<file path="src/design/akhc_pkg.sv">
// Package for the AT keyboard host controller: payload structs, phase and
// command codes, classified transaction type and the odd-parity helper.
// No dependencies.
package akhc_pkg;

   localparam int FRAME_WIDTH    = 11;
   localparam int BYTE_WIDTH     = 8;
   localparam int ID_WIDTH       = 16;
   localparam int LED_WIDTH      = 3;
   localparam int STALL_WIDTH    = 3;
   localparam int CSR_ADDR_WIDTH = 3;
   localparam int CSR_DATA_WIDTH = 32;
   localparam int QUEUE_DEPTH    = 2;
   localparam int QUEUE_PTR_WIDTH = $clog2(QUEUE_DEPTH);
   localparam int QUEUE_CNT_WIDTH = $clog2(QUEUE_DEPTH + 1);

   localparam logic [1:0] FUNC_FRAME = 2'd0;
   localparam logic [1:0] FUNC_POLL  = 2'd1;
   localparam logic [1:0] FUNC_TICK  = 2'd2;

   localparam logic [CSR_ADDR_WIDTH-1:0] CSR_ADDR_TERMINAL_SET3 = 3'd0;

   localparam logic [BYTE_WIDTH-1:0] BYTE_SELFTEST_OK = 8'hAA;
   localparam logic [BYTE_WIDTH-1:0] BYTE_ACK         = 8'hFA;
   localparam logic [BYTE_WIDTH-1:0] BYTE_RESET       = 8'hFF;
   localparam logic [BYTE_WIDTH-1:0] BYTE_RESEND      = 8'hFE;
   localparam logic [BYTE_WIDTH-1:0] BYTE_READ_ID     = 8'hF2;
   localparam logic [BYTE_WIDTH-1:0] BYTE_SET_LEDS    = 8'hED;
   localparam logic [BYTE_WIDTH-1:0] BYTE_MAKE_BREAK  = 8'hF8;
   localparam logic [BYTE_WIDTH-1:0] BYTE_POWER_ON    = 8'h54;
   localparam logic [ID_WIDTH-1:0]   ID_UNKNOWN       = 16'hFFFF;

   localparam logic [STALL_WIDTH-1:0] STALL_MAX        = 3'd7;
   localparam logic [STALL_WIDTH-1:0] STALL_ID_LIMIT   = 3'd2;
   localparam logic [STALL_WIDTH-1:0] STALL_LINK_LIMIT = 3'd5;

   typedef enum logic [2:0] {
      PH_UNINIT         = 3'd0,
      PH_AWAIT_ACK      = 3'd1,
      PH_AWAIT_SELFTEST = 3'd2,
      PH_READ_ID_1      = 3'd3,
      PH_READ_ID_2      = 3'd4,
      PH_SETUP          = 3'd5,
      PH_SET_LEDS       = 3'd6,
      PH_READY          = 3'd7
   } phase_type;

   typedef enum logic [2:0] {
      CLS_NONE,
      CLS_FRAME_OK,
      CLS_PARITY_ERR,
      CLS_LINK_ERR,
      CLS_POLL,
      CLS_TICK
   } class_type;

   typedef enum logic [2:0] {
      CMD_NONE,
      CMD_RESET,
      CMD_RESEND,
      CMD_READ_ID,
      CMD_MAKE_BREAK,
      CMD_SET_LEDS,
      CMD_LED_DATA
   } cmd_type;

   typedef enum logic [1:0] {
      FERR_NONE      = 2'd0,
      FERR_PARITY    = 2'd1,
      FERR_START_STOP = 2'd2
   } ferr_type;

   typedef struct packed {
      logic [1:0]             func;
      logic [FRAME_WIDTH-1:0] frame;
      logic                   clock_high;
      logic [LED_WIDTH-1:0]   lock_leds;
   } req_type;

   typedef struct packed {
      logic                  send_valid;
      logic [BYTE_WIDTH:0]   send_word;
      logic                  key_valid;
      logic [BYTE_WIDTH-1:0] key_code;
      logic [1:0]            frame_error;
      logic                  link_restarted;
      logic [ID_WIDTH-1:0]   kbd_id;
      logic                  ready_res;
   } rsp_type;

   typedef struct packed {
      class_type             kind;
      logic [BYTE_WIDTH-1:0] data;
      logic                  power_on;
      logic                  clock_high;
      logic [LED_WIDTH-1:0]  lock_leds;
   } item_type;

   function automatic logic odd_parity(input logic [BYTE_WIDTH-1:0] b);
      odd_parity = ~^b;
   endfunction

endpackage

</file>
<file path="src/design/akhc_front.sv">
// Front end of the AT keyboard host controller: checks frame framing and
// parity and classifies each incoming transaction. Depends on akhc_pkg.
module akhc_front (
   input  akhc_pkg::req_type  req,
   output akhc_pkg::item_type item
);
   import akhc_pkg::*;

   logic [BYTE_WIDTH-1:0] data;
   logic                  par_bad;
   logic                  frame_bad;

   assign data      = req.frame[BYTE_WIDTH:1];
   assign par_bad   = req.frame[BYTE_WIDTH+1] != odd_parity(data);
   assign frame_bad = req.frame[0] || !req.frame[FRAME_WIDTH-1];

   always_comb begin
      item.data       = data;
      item.power_on   = (data == BYTE_POWER_ON) && req.frame[BYTE_WIDTH+1];
      item.clock_high = req.clock_high;
      item.lock_leds  = req.lock_leds;
      unique case (req.func)
         FUNC_FRAME: begin
            if (par_bad) begin
               item.kind = CLS_PARITY_ERR;
            end else if (frame_bad) begin
               item.kind = CLS_LINK_ERR;
            end else begin
               item.kind = CLS_FRAME_OK;
            end
         end
         FUNC_POLL: item.kind = CLS_POLL;
         FUNC_TICK: item.kind = CLS_TICK;
         default:   item.kind = CLS_NONE;
      endcase
   end

endmodule

</file>
<file path="src/design/akhc_queue.sv">
// Two-entry queue of classified transactions between front and back end.
// Depends on akhc_pkg.
module akhc_queue (
   input  logic               clock,
   input  logic               reset,
   input  logic               push,
   input  akhc_pkg::item_type push_item,
   output logic               full,
   input  logic               pop,
   output logic               head_valid,
   output akhc_pkg::item_type head_item
);
   import akhc_pkg::*;

   item_type                   entry_ff [QUEUE_DEPTH];
   logic [QUEUE_PTR_WIDTH-1:0] wr_ptr_ff, wr_ptr_in;
   logic [QUEUE_PTR_WIDTH-1:0] rd_ptr_ff, rd_ptr_in;
   logic [QUEUE_CNT_WIDTH-1:0] count_ff, count_in;

   assign full       = count_ff == QUEUE_CNT_WIDTH'(QUEUE_DEPTH);
   assign head_valid = count_ff != '0;
   assign head_item  = entry_ff[rd_ptr_ff];

   always_comb begin
      wr_ptr_in = push ? wr_ptr_ff + 1'b1 : wr_ptr_ff;
      rd_ptr_in = pop  ? rd_ptr_ff + 1'b1 : rd_ptr_ff;
      count_in  = count_ff;
      if (push && !pop) begin
         count_in = count_ff + 1'b1;
      end else if (pop && !push) begin
         count_in = count_ff - 1'b1;
      end
   end

   always_ff @(posedge clock) begin
      if (reset) begin
         wr_ptr_ff <= '0;
         rd_ptr_ff <= '0;
         count_ff  <= '0;
      end else begin
         wr_ptr_ff <= wr_ptr_in;
         rd_ptr_ff <= rd_ptr_in;
         count_ff  <= count_in;
      end
   end

   always_ff @(posedge clock) begin
      if (push) begin
         entry_ff[wr_ptr_ff] <= push_item;
      end
   end

endmodule

</file>
<file path="src/design/akhc_back.sv">
// Back end of the AT keyboard host controller: link set-up state machine,
// stall handling, LED updates and the registered result. Depends on akhc_pkg.
module akhc_back (
   input  logic               clock,
   input  logic               reset,
   input  logic               terminal_set3,
   input  logic               item_valid,
   input  akhc_pkg::item_type item,
   output logic               item_pop,
   output logic               rsp_valid,
   input  logic               rsp_ready,
   output akhc_pkg::rsp_type  rsp_payload
);
   import akhc_pkg::*;

   phase_type              phase_ff, phase_in;
   logic                   retried_ff, retried_in;
   logic [ID_WIDTH-1:0]    id_ff, id_in;
   logic [LED_WIDTH-1:0]   leds_ff, leds_in;
   logic [STALL_WIDTH-1:0] stall_ff, stall_in;
   logic [STALL_WIDTH-1:0] stall_inc;
   cmd_type                cmd;
   logic                   restarted;

   logic                   rsp_valid_ff;
   rsp_type                rsp_ff, rsp_in;
   logic [BYTE_WIDTH-1:0]  cmd_byte;

   assign item_pop    = item_valid && (!rsp_valid_ff || rsp_ready);
   assign rsp_valid   = rsp_valid_ff;
   assign rsp_payload = rsp_ff;
   assign stall_inc   = (stall_ff < STALL_MAX) ? stall_ff + 1'b1 : stall_ff;

   // next state
   always_comb begin
      phase_in   = phase_ff;
      retried_in = retried_ff;
      id_in      = id_ff;
      leds_in    = leds_ff;
      stall_in   = stall_ff;
      cmd        = CMD_NONE;
      restarted  = 1'b0;
      unique case (item.kind) inside
         CLS_PARITY_ERR: begin
            cmd = CMD_RESEND;
            if (item.power_on) begin
               phase_in   = PH_UNINIT;
               retried_in = 1'b0;
               restarted  = 1'b1;
            end
         end
         CLS_LINK_ERR: begin
            phase_in   = PH_UNINIT;
            retried_in = 1'b0;
            restarted  = 1'b1;
         end
         CLS_FRAME_OK: begin
            unique case (phase_ff)
               PH_UNINIT: begin
                  retried_in = 1'b0;
                  id_in      = ID_UNKNOWN;
                  if (item.data == BYTE_SELFTEST_OK) begin
                     leds_in  = '0;
                     phase_in = PH_READ_ID_1;
                  end else begin
                     phase_in = PH_AWAIT_ACK;
                     cmd      = CMD_RESET;
                  end
               end
               PH_AWAIT_ACK: begin
                  if (item.data == BYTE_ACK) begin
                     phase_in = PH_AWAIT_SELFTEST;
                  end else begin
                     cmd = CMD_RESET;
                  end
               end
               PH_AWAIT_SELFTEST: begin
                  if (item.data == BYTE_SELFTEST_OK) begin
                     leds_in  = '0;
                     phase_in = PH_READ_ID_1;
                  end else begin
                     phase_in = PH_AWAIT_ACK;
                     cmd      = CMD_RESET;
                  end
               end
               PH_READ_ID_1: begin
                  if (item.data != BYTE_ACK) begin
                     id_in    = {item.data, id_ff[BYTE_WIDTH-1:0]};
                     phase_in = PH_READ_ID_2;
                  end
               end
               PH_READ_ID_2: begin
                  id_in = {id_ff[ID_WIDTH-1:BYTE_WIDTH], item.data};
                  if (terminal_set3) begin
                     cmd      = CMD_MAKE_BREAK;
                     phase_in = PH_SETUP;
                  end else begin
                     phase_in = PH_READY;
                  end
               end
               PH_SETUP: begin
                  if (item.data != BYTE_ACK) begin
                     id_in = ID_UNKNOWN;
                  end
                  phase_in = PH_READY;
               end
               PH_SET_LEDS: begin
                  if (item.data == BYTE_ACK) begin
                     if (item.lock_leds != leds_ff) begin
                        leds_in = item.lock_leds;
                        cmd     = CMD_LED_DATA;
                     end else begin
                        phase_in = PH_READY;
                     end
                  end else begin
                     leds_in  = item.lock_leds;
                     phase_in = PH_READY;
                  end
               end
               default: begin
               end
            endcase
         end
         CLS_POLL, CLS_TICK: begin
            if (phase_ff == PH_READY) begin
               stall_in = '0;
               if (item.lock_leds != leds_ff) begin
                  phase_in = PH_SET_LEDS;
                  cmd      = CMD_SET_LEDS;
               end
            end else if (item.kind == CLS_TICK && item.clock_high) begin
               stall_in = stall_inc;
               if (phase_ff == PH_READ_ID_1 || phase_ff == PH_READ_ID_2 ||
                   phase_ff == PH_SETUP) begin
                  if (stall_inc > STALL_ID_LIMIT) begin
                     stall_in = '0;
                     if (!retried_ff) begin
                        retried_in = 1'b1;
                        phase_in   = PH_READ_ID_1;
                        cmd        = CMD_READ_ID;
                     end else begin
                        id_in    = ID_UNKNOWN;
                        phase_in = PH_READY;
                     end
                  end
               end else if (phase_ff == PH_SET_LEDS) begin
                  if (stall_inc > STALL_ID_LIMIT) begin
                     stall_in = '0;
                     phase_in = PH_READY;
                  end
               end else if (stall_inc >= STALL_LINK_LIMIT) begin
                  stall_in = '0;
                  phase_in = PH_AWAIT_ACK;
                  cmd      = CMD_RESET;
               end
            end else if (item.kind == CLS_TICK && phase_ff == PH_UNINIT) begin
               stall_in = '0;
            end
         end
         default: begin
         end
      endcase
   end

   // outputs
   always_comb begin
      unique case (cmd)
         CMD_RESET:      cmd_byte = BYTE_RESET;
         CMD_RESEND:     cmd_byte = BYTE_RESEND;
         CMD_READ_ID:    cmd_byte = BYTE_READ_ID;
         CMD_MAKE_BREAK: cmd_byte = BYTE_MAKE_BREAK;
         CMD_SET_LEDS:   cmd_byte = BYTE_SET_LEDS;
         CMD_LED_DATA:   cmd_byte = BYTE_WIDTH'(item.lock_leds);
         default:        cmd_byte = '0;
      endcase
      rsp_in.send_valid     = cmd != CMD_NONE;
      rsp_in.send_word      = (cmd != CMD_NONE) ? {odd_parity(cmd_byte), cmd_byte} : '0;
      rsp_in.key_valid      = (item.kind == CLS_FRAME_OK) && (phase_ff == PH_READY);
      rsp_in.key_code       = rsp_in.key_valid ? item.data : '0;
      rsp_in.frame_error    = (item.kind == CLS_PARITY_ERR) ? FERR_PARITY :
                              (item.kind == CLS_LINK_ERR)   ? FERR_START_STOP : FERR_NONE;
      rsp_in.link_restarted = restarted;
      rsp_in.kbd_id         = id_in;
      rsp_in.ready_res      = phase_in == PH_READY;
   end

   always_ff @(posedge clock) begin
      if (reset) begin
         phase_ff     <= PH_UNINIT;
         retried_ff   <= 1'b0;
         id_ff        <= ID_UNKNOWN;
         leds_ff      <= '0;
         stall_ff     <= '0;
         rsp_valid_ff <= 1'b0;
      end else begin
         if (item_pop) begin
            phase_ff   <= phase_in;
            retried_ff <= retried_in;
            id_ff      <= id_in;
            leds_ff    <= leds_in;
            stall_ff   <= stall_in;
         end
         if (item_pop) begin
            rsp_valid_ff <= 1'b1;
         end else if (rsp_ready) begin
            rsp_valid_ff <= 1'b0;
         end
      end
   end

   always_ff @(posedge clock) begin
      if (item_pop) begin
         rsp_ff <= rsp_in;
      end
   end

endmodule

</file>
<file path="src/design/at_keyboard_host_controller_core.sv">
// Top level of the AT keyboard host controller: configuration register,
// front classifier, transaction queue and back end. Depends on akhc_pkg,
// akhc_front, akhc_queue and akhc_back.
//
// Usage: each req transaction is one event (received frame, service poll or
// 200 ms stall tick). Every transaction gives exactly one rsp transaction,
// in order, carrying the command byte to send, a scancode, frame errors,
// link restart, the keyboard ID and the initialised flag.
// Path: an accepted transaction is written into the queue; the back end
// then pops it, updates its state and registers the result offered on rsp.
// Throughput: one transaction per cycle while rsp is not stalled by a low
// rsp_ready. A two-entry queue separates classification from the state
// machine, so req keeps accepting while a result waits; when rsp_ready
// stays low the queue fills and req_ready drops after two more transactions.
// Reset (synchronous) returns the link to uninitialised with ID 0xFFFF and
// clears terminal_set3; no clearing pass is needed. terminal_set3 sits at
// APB byte address 0. Write it only while idle; the block does not check.
module at_keyboard_host_controller_core (
   input  logic                                  clock,
   input  logic                                  reset,
   input  logic                                  req_valid,
   output logic                                  req_ready,
   input  akhc_pkg::req_type                     req_payload,
   output logic                                  rsp_valid,
   input  logic                                  rsp_ready,
   output akhc_pkg::rsp_type                     rsp_payload,
   input  logic                                  psel,
   input  logic                                  penable,
   input  logic                                  pwrite,
   input  logic [akhc_pkg::CSR_ADDR_WIDTH-1:0]   paddr,
   input  logic [akhc_pkg::CSR_DATA_WIDTH-1:0]   pwdata,
   output logic [akhc_pkg::CSR_DATA_WIDTH-1:0]   prdata,
   output logic                                  pready
);
   import akhc_pkg::*;

   logic     set3_ff, set3_in;
   logic     csr_write;
   logic     queue_full;
   logic     push;
   logic     pop;
   logic     head_valid;
   item_type front_item;
   item_type head_item;

   assign pready    = 1'b1;
   assign csr_write = psel && penable && pwrite && pready &&
                      (paddr[CSR_ADDR_WIDTH-1:2] == CSR_ADDR_TERMINAL_SET3[CSR_ADDR_WIDTH-1:2]);
   assign set3_in   = csr_write ? pwdata[0] : set3_ff;
   assign prdata    = (paddr[CSR_ADDR_WIDTH-1:2] == CSR_ADDR_TERMINAL_SET3[CSR_ADDR_WIDTH-1:2]) ?
                      CSR_DATA_WIDTH'(set3_ff) : '0;

   assign req_ready = !queue_full;
   assign push      = req_valid && req_ready;

   always_ff @(posedge clock) begin
      if (reset) begin
         set3_ff <= 1'b0;
      end else begin
         set3_ff <= set3_in;
      end
   end

   akhc_front u_front (
      .req  (req_payload),
      .item (front_item)
   );

   akhc_queue u_queue (
      .clock      (clock),
      .reset      (reset),
      .push       (push),
      .push_item  (front_item),
      .full       (queue_full),
      .pop        (pop),
      .head_valid (head_valid),
      .head_item  (head_item)
   );

   akhc_back u_back (
      .clock         (clock),
      .reset         (reset),
      .terminal_set3 (set3_ff),
      .item_valid    (head_valid),
      .item          (head_item),
      .item_pop      (pop),
      .rsp_valid     (rsp_valid),
      .rsp_ready     (rsp_ready),
      .rsp_payload   (rsp_payload)
   );

endmodule
</file>
<file path="config.mk">
export PLATFORM = sky130hd
export DESIGN_NAME = at_keyboard_host_controller_core
export DESIGN_NICKNAME = d
export VERILOG_FILES = /design/src/design/akhc_pkg.sv /design/src/design/akhc_front.sv /design/src/design/akhc_queue.sv /design/src/design/akhc_back.sv /design/src/design/at_keyboard_host_controller_core.sv
export SDC_FILE = /design/constraint.sdc
export NUM_CORES = 1
export LEC_CHECK = 0
export ABC_CLOCK_PERIOD_IN_PS = 4720
export BUFFER_PORTS_ARGS = -buffer_cell sky130_fd_sc_hd__buf_2
export CAP_MARGIN = 20
export CORE_AREA = 2 2 102 104
export CTS_BUF_LIST = sky130_fd_sc_hd__clkbuf_8
export CTS_CLUSTER_DIAMETER = 40
export DETAILED_ROUTE_END_ITERATION = 7
export DIE_AREA = 0 0 104 106
export PLACE_DENSITY = 0.85
export SLEW_MARGIN = 10
export SYNTH_ARGS = -nofsm -noshare
export SYNTH_HDL_FRONTEND = slang
export SYNTH_HIERARCHICAL = 1
export SYNTH_SLANG_ARGS = --single-unit
</file>
<file path="constraint.sdc">
create_clock -name clock -period 4.72 [get_ports clock]
set_input_delay 0.944 -clock clock [delete_from_list [all_inputs] [get_ports clock]]
set_output_delay 0.944 -clock clock [all_outputs]
set_load 0.02 [all_outputs]
</file>
==> metrics.csv, run 1 <==
stage,metric,value,unit
timing,setup_tns,0,ns
floorplan,Die W,104,um
clock_tree,Clk Tree Root Cell,clkbuf_8,
floorplan,die area,11020,um2
layout,Area Growth Syn to Fin,7.678,%
pwr,worst vdd ir,0.1951,mV
hold_path,Hold Path Depth,2,
worst_setup_path,worst-path cell chain,mux2_2 -> or3b_1 -> a211o_1 -> or2_0 -> a21oi_1 -> o21ai_0,
timing,minimum clock period,3.218,ns
layout,Post-Layout Cell Count,697,
job,# Max-Cap Violations,0,
route,Wirelength per Cell,15.01,um
worst_setup_path,critical path class,reg -> reg,
pwr,pwr dens,581.8,nW/um2
clock_tree,"Reg clk slew, reported paths",0.09,ns
global_routing,antenna violations before repair,0,
worst_setup_path,max incr delay on CP,0.77,ns
worst_setup_path,Worst path depth,6,
logic_synthesis,Synth async-reset ratio,0,%
logic_synthesis,Post-synth EDFFs,69,
worst_setup_path,Worst Path Arrival,3.45,ns
place,gpl congestion,0.9075,
place,post-DP HPWL,7609,um
global_routing,Total Routing Usage GR,19.10,%
worst_setup_path,startpoint types,register,
clock_tree,CTS tree,done,
clock_tree,Post-CTS Resized,0,
worst_setup_path,Critical Path RT,4.96,ns
global_routing,global route overflow,0,
route,drt initial violations,394,
floorplan,Chip Height,106,um
logic_synthesis,top_reg_cell synth,edfxtp_1,
worst_setup_path,WP buf/inv,0,
worst_setup_path,r2r setup slk,1.50,ns
timing,pins over their slew limit,0,
route,Routed WL,10470,um
logic_synthesis,Synth Register Bits,102,
outcome,status,finished clean,
worst_setup_path,"critical path fanouts, max",17,
logic_synthesis,Syn Inst Count,516,
logic_synthesis,synthesized area per cell,10.33,um2
logic_synthesis,synthesized area,5329,um2
logic_synthesis,Ys Warns,6,
clock_tree,Num CTS Buffers,9,
timing,unrepaired setup endpoints after global routing,false,
layout,layout cell share with drive strength beyond 1,21.03,%
hold_path,HP Class,reg -> reg,
clock_tree,Post-CTS Setup Repair Bufs,0,
timing,relative slew slack,41.58,%
route,DRC viols,0,
timing,final period utilization,68.17,%
worst_setup_path,CP top delay family,simple AND/OR/NAND/NOR gates,
global_routing,number of global-route vias before repair,3550,
layout,nets,622,
clock_tree,clock sinks,102,
worst_setup_path,critical path's slowest cell,dfxtp_1,
layout,Antenna diodes,0,
timing,Slew @ Worst Pin,0.8751,ns
timing,clk_skew,0.005757,ns
place,Placed Instances,681,
place,IO buf count,67,
clock_tree,H-tree Lvls,3,
clock_tree,clk buf depth,2,
logic_synthesis,sequential share of the synthesized area,51.28,%
route,Vias,3872,
timing,endpoints failing hold,0,
worst_setup_path,CP endpoint kind,register,
timing,# setup viols final,0,
logic_synthesis,"Distinct cells, synth",65,
clock_tree,clk_lat worst skew,0.37,ns
floorplan,Ports,133,
floorplan,num rows,37,
route,DRT antenna net count,0,
global_routing,first-pass GRT wire length,16760,um
floorplan,initial core utilization,53.29,%
global_routing,largest net degree at the start of global routing,41,
route,via density per instance,5.555,
worst_setup_path,Reg2Reg Depth,6,
route,Pre-Repair DR Iteration Count,8,
pwr,Leak,2.236,nW
floorplan,core area,10000,um2
clock_tree,Hold Buf Count CTS,0,
timing,Achievable Freq,310.8,MHz
-- synth_stat cells (3+ instances only) --
library cell,instances,area share [%]
edfxtp_1,69,39
buf_4,48,6.8
nand2_1,46,3.2
a21oi_1,39,3.7
dfxtp_1,33,12
nor2_1,30,2.1
o21ai_0,30,2.8
inv_1,21,1.5
mux2_2,16,3.4
clkbuf_1,14,0.99
nor3_1,14,1.3
a21o_1,9,1.3
or2_2,9,1.1
xnor2_1,9,1.5
a221o_1,8,1.5
nand3_1,8,0.75
a211oi_1,7,0.99
ha_1,7,1.6
nand2b_1,7,0.82
and2_1,6,0.70
nor2b_1,6,0.70
o211ai_1,6,0.85
a31oi_1,4,0.47
buf_2,4,0.38
or3_1,4,0.47
and3_1,3,0.35
mux2i_1,3,0.56
nand4b_1,3,0.49
o31a_1,3,0.49
o31ai_1,3,0.42
xor2_1,3,0.49
-- final timing paths --
| kind | to | start |
|---|---|---|
| worst max register to register | u_back/id_ff[9] | register |
| worst max-delay path | u_back/id_ff[9] | register |
| worst min register to register | u_back/leds_ff[2] | u_back/leds_ff[2] |
| worst min-delay path | u_back/leds_ff[2] | u_back/leds_ff[2] |
-- worst min-delay path, stage by stage, from the launching register on --
cell and delay (ns):
dfxtp_1 0.33, nand2_1 0.06, a21oi_1 0.05
-- metal layers --
layer	track usage (%)	vias up	wire length, um
met5	0	-	0
met4	10.23	0	380
met3	4.047	33	782
met2	31.95	194	5065
met1	23.28	1784	4236
li1	-	1861	-
-- sequential cells by signal (all words and copies together), names as in the netlist, 2 cells and up, named ones only --
signal,flops
u_queue/count_ff,2
u_back/stall_ff,3
u_queue/entry_ff,32
u_back/phase_ff,3
u_back/id_ff,16
u_back/rsp_payload,37
u_back/leds_ff,3
-- cell usage in the layout, fill, tap and decap left out, drive strengths merged, types with 4 or more instances in the layout --
cell type,synthesis,routed
a211oi,7,7
a21o,9,9
a21oi,39,39
a221o,8,8
a31oi,4,4
and2,6,6
buf,55,69
clkbuf,15,11
conb,2,32
dfxtp,33,33
edfxtp,69,69
ha,7,7
inv,21,23
mux2,16,16
nand2,46,46
nand2b,8,8
nand3,8,8
nor2,30,30
nor2b,6,6
nor3,15,15
o211ai,6,6
o21ai,32,32
or2,10,10
or3,4,4
xnor2,9,9
xor2,4,4
-- area by class of cell --
| type | count | area [um2] |
|---|---|---|
| clock buffer | 11 | 151.4 |
| clock inverter | 5 | 81.33 |
| fill | 865 | 4262 |
| inverter | 21 | 78.83 |
| multi-input combinational | 353 | 2173 |
| sequential | 102 | 2733 |
| tap | 136 | 170.2 |
| timing repair buffer | 69 | 350.3 |
-- report_power, final --
part           switching, mW  internal [mW]  total, mW  leakage [nW]
sequential             0.161           1.25       1.41         0.900
clock                  0.287          0.329      0.616         0.121
combinational          0.859          0.448       1.31          1.21
-- cells by family after synthesis --
| group | Yosys count | share of synthesized area (%) |
|---|---|---|
| AND/OR/NAND/NOR | 156 | 15.36 |
| AO/OA/AOI/OAI | 125 | 14.89 |
| flip-flops | 102 | 51.28 |
| buffers and inverters | 91 | 10.05 |
| multiplexers | 19 | 3.945 |
| XOR/XNOR | 14 | 2.700 |
| adder cells (fa/ha/maj) | 7 | 1.644 |
| other | 2 | 0.1409 |
-- through the flow --
stage	cell area, um2	hold WS (ns)	setup slack [ns]	power [mW]	utilization (%)
floorplan	5441	0.4388	0.7263	2.433	-
global placement	5505	0.4491	1.607	2.677	55.06
detailed placement	5505	0.4596	1.512	2.727	55.06
CTS	5738	0.4860	1.485	3.337	57.38
global route	5738	0.5020	1.269	3.525	57.38
finish	5738	0.4813	1.502	3.338	57.38
(Power assumes the default switching activity.)
==> run 2: changes to the inputs <==
--- a/config.mk
+++ b/config.mk
@@ -5,7 +5,7 @@
 export SDC_FILE = /design/constraint.sdc
 export NUM_CORES = 1
 export LEC_CHECK = 0
-export ABC_CLOCK_PERIOD_IN_PS = 4720
+export ABC_CLOCK_PERIOD_IN_PS = 3400
 export BUFFER_PORTS_ARGS = -buffer_cell sky130_fd_sc_hd__buf_2
 export CAP_MARGIN = 20
 export CORE_AREA = 2 2 102 104
==> constraint.sdc (replaced) <==
create_clock -name clock -period 3.4 [get_ports clock]
set_input_delay 0.68 -clock clock [delete_from_list [all_inputs] [get_ports clock]]
set_output_delay 0.68 -clock clock [all_outputs]
set_load 0.02 [all_outputs]
==> run 2 against run 1 <==
Via count up 0.21%. Cell count up 0.43%. Worst setup slack worse by 1.2 ns. Critical endpoint is now u_back/rsp_payload[0]. Largest cell class unchanged. Highest routed layer unchanged.
==> metrics.csv, run 2 (synthesized netlist as in run 1, its figures left out) <==
stage,metric,value,unit
job,# Max-Cap Violations,0,
timing,pins over their slew limit,0,
timing,clk_skew,0.007569,ns
global_routing,largest net degree at the start of global routing,41,
floorplan,Chip Height,106,um
route,drt initial violations,390,
layout,Area Growth Syn to Fin,7.748,%
global_routing,global route overflow,0,
floorplan,die area,11020,um2
worst_setup_path,Critical Path RT,3.49,ns
pwr,Leak,2.240,nW
route,Wirelength per Cell,15.11,um
layout,sequential cell area,2733,um2
global_routing,number of global-route vias before repair,3623,
hold_path,Hold Path Depth,2,
route,via density per instance,5.543,
place,IO buf count,67,
pwr,sequential share of power,42.4,%
timing,Slew @ Worst Pin,0.9274,ns
timing,final period utilization,89.78,%
hold_path,WHS Endpoint,u_back/leds_ff[1],
clock_tree,H-tree Lvls,3,
layout,final core occ,57.42,%
outcome,status,finished clean,
timing,# setup viols final,0,
timing,endpoints failing hold,0,
clock_tree,Post-CTS Setup Repair Bufs,0,
timing,minimum clock period,3.052,ns
timing,Min Hold Slack,0.4922,ns
worst_setup_path,startpoint types,register,
worst_setup_path,reg2reg end,u_back/rsp_payload[0],
timing,unrepaired setup endpoints after global routing,false,
layout,multi-input logic area,2173,um2
global_routing,Total Routing Usage GR,19.00,%
layout,layout cell share with drive strength beyond 1,21.63,%
layout,Final Cell Area,5742,um2
place,gpl congestion,0.9002,
worst_setup_path,"critical path fanouts, max",9,
pwr,internal power,2.753,mW
clock_tree,"Reg clk slew, reported paths",0.09,ns
place,post-DP HPWL,7678,um
worst_setup_path,critical path class,reg -> reg,
pwr,Logic pwr share,40.2,%
clock_tree,Hold Buf Count CTS,0,
timing,Achievable Freq,327.6,MHz
worst_setup_path,r2r setup slk,0.35,ns
worst_setup_path,Worst Path Arrival,3.14,ns
pwr,switch share,40.28,%
floorplan,Die W,104,um
place,post-place instance area,5528,um2
floorplan,core area,10000,um2
layout,most frequent cells in the layout,"69 x edfxtp_1, 67 x buf_2, 46 x nand2_1",
timing,relative slew slack,38.09,%
pwr,"Power, Total",4.611,mW
clock_tree,Num CTS Buffers,9,
global_routing,antenna violations before repair,0,
clock_tree,CTS tree,done,
clock_tree,clk buf depth,2,
global_routing,first-pass GRT wire length,16840,um
pwr,pwr dens,803.0,nW/um2
floorplan,num rows,37,
layout,Fill cells,865,
floorplan,Ports,133,
timing,setup_tns,0,ns
route,DRC viols,0,
clock_tree,clk_lat worst skew,0.37,ns
hold_path,HP Class,reg -> reg,
worst_setup_path,CP endpoint kind,register,
pwr,P_sw,1.857,mW
clock_tree,clock sinks,102,
route,Routed WL,10580,um
hold_path,Min-Delay Startpoint,u_back/leds_ff[1],
worst_setup_path,Reg2Reg Depth,8,
layout,max FFs per register,37,
route,Pre-Repair DR Iteration Count,5,
pwr,worst vdd ir,0.3029,mV
pwr,Clock power frac,17.4,%
clock_tree,Post-CTS Resized,0,
route,DRT antenna net count,0,
route,Vias,3880,
layout,nets,625,
layout,"most common cell after layout, fill and taps aside",edfxtp_1,
clock_tree,Clk Tree Root Cell,clkbuf_8,
layout,Antenna diodes,0,
floorplan,initial core utilization,53.29,%
run 2: worst max-delay path by stage:
| stage | from | endpoint | slack (ns) | cells past startpoint |
|---|---|---|---|---|
| global placement | register | u_back/rsp_payload[0] | 0.47 | 8 |
| detailed placement | register | u_back/rsp_payload[0] | 0.41 | 8 |
| global route | register | u_back/rsp_payload[0] | 0.13 | 8 |
| finish | register | u_back/rsp_payload[0] | 0.35 | 8 |
| floorplan | rsp_ready | u_queue/count_ff[1] | 0.33 | 10 |
| CTS | register | u_back/rsp_payload[0] | 0.38 | 8 |
run 2: power groups by stage:
stage | Clock (mW) | Sequential, mW | Combinational, mW
finish | 0.802 | 1.95 | 1.85
global route | 0.864 | 1.99 | 2.01
CTS | 0.821 | 1.95 | 1.84
detailed placement | 0 | 1.98 | 1.83
global placement | 0 | 1.96 | 1.78
floorplan | 0 | 2.10 | 1.27
run 2: stage by stage:
step,setup slack (ns),cells
after CTS,0.3820,700
after floorplan,0.3300,546
final,0.3475,700
after global placement,0.4724,684
after detailed placement,0.4062,684
after global routing,0.1346,700
run 2: area by class of cell:
| type | count | share of cell area [%] |
|---|---|---|
| repair buffers | 72 | 6.494 |
| multi-input cells | 353 | 37.85 |
| clock buffers | 10 | 2.397 |
| clock inverters | 6 | 1.329 |
| inverters | 21 | 1.373 |
| flip-flops and latches | 102 | 47.59 |
| well taps | 136 | 2.964 |
run 2: layer usage:
layer / share of wire (%) / vias to the layer above / track usage, %
met5: 0 / - / 0
met4: 2.6 / 0 / 9.363
met3: 6.1 / 34 / 3.311
met2: 50 / 173 / 31.91
met1: 41 / 1806 / 23.85
li1: - / 1867 / -
run 2: critical path, stage by stage, from the launching register on:
cell,delay [ns]
dfxtp_1,0.53
buf_4,0.24
mux2_2,0.41
and4bb_2,0.28
nand2_1,0.16
nand2_1,0.14
o211a_1,0.28
a2111oi_0,0.60
nor3_1,0.13
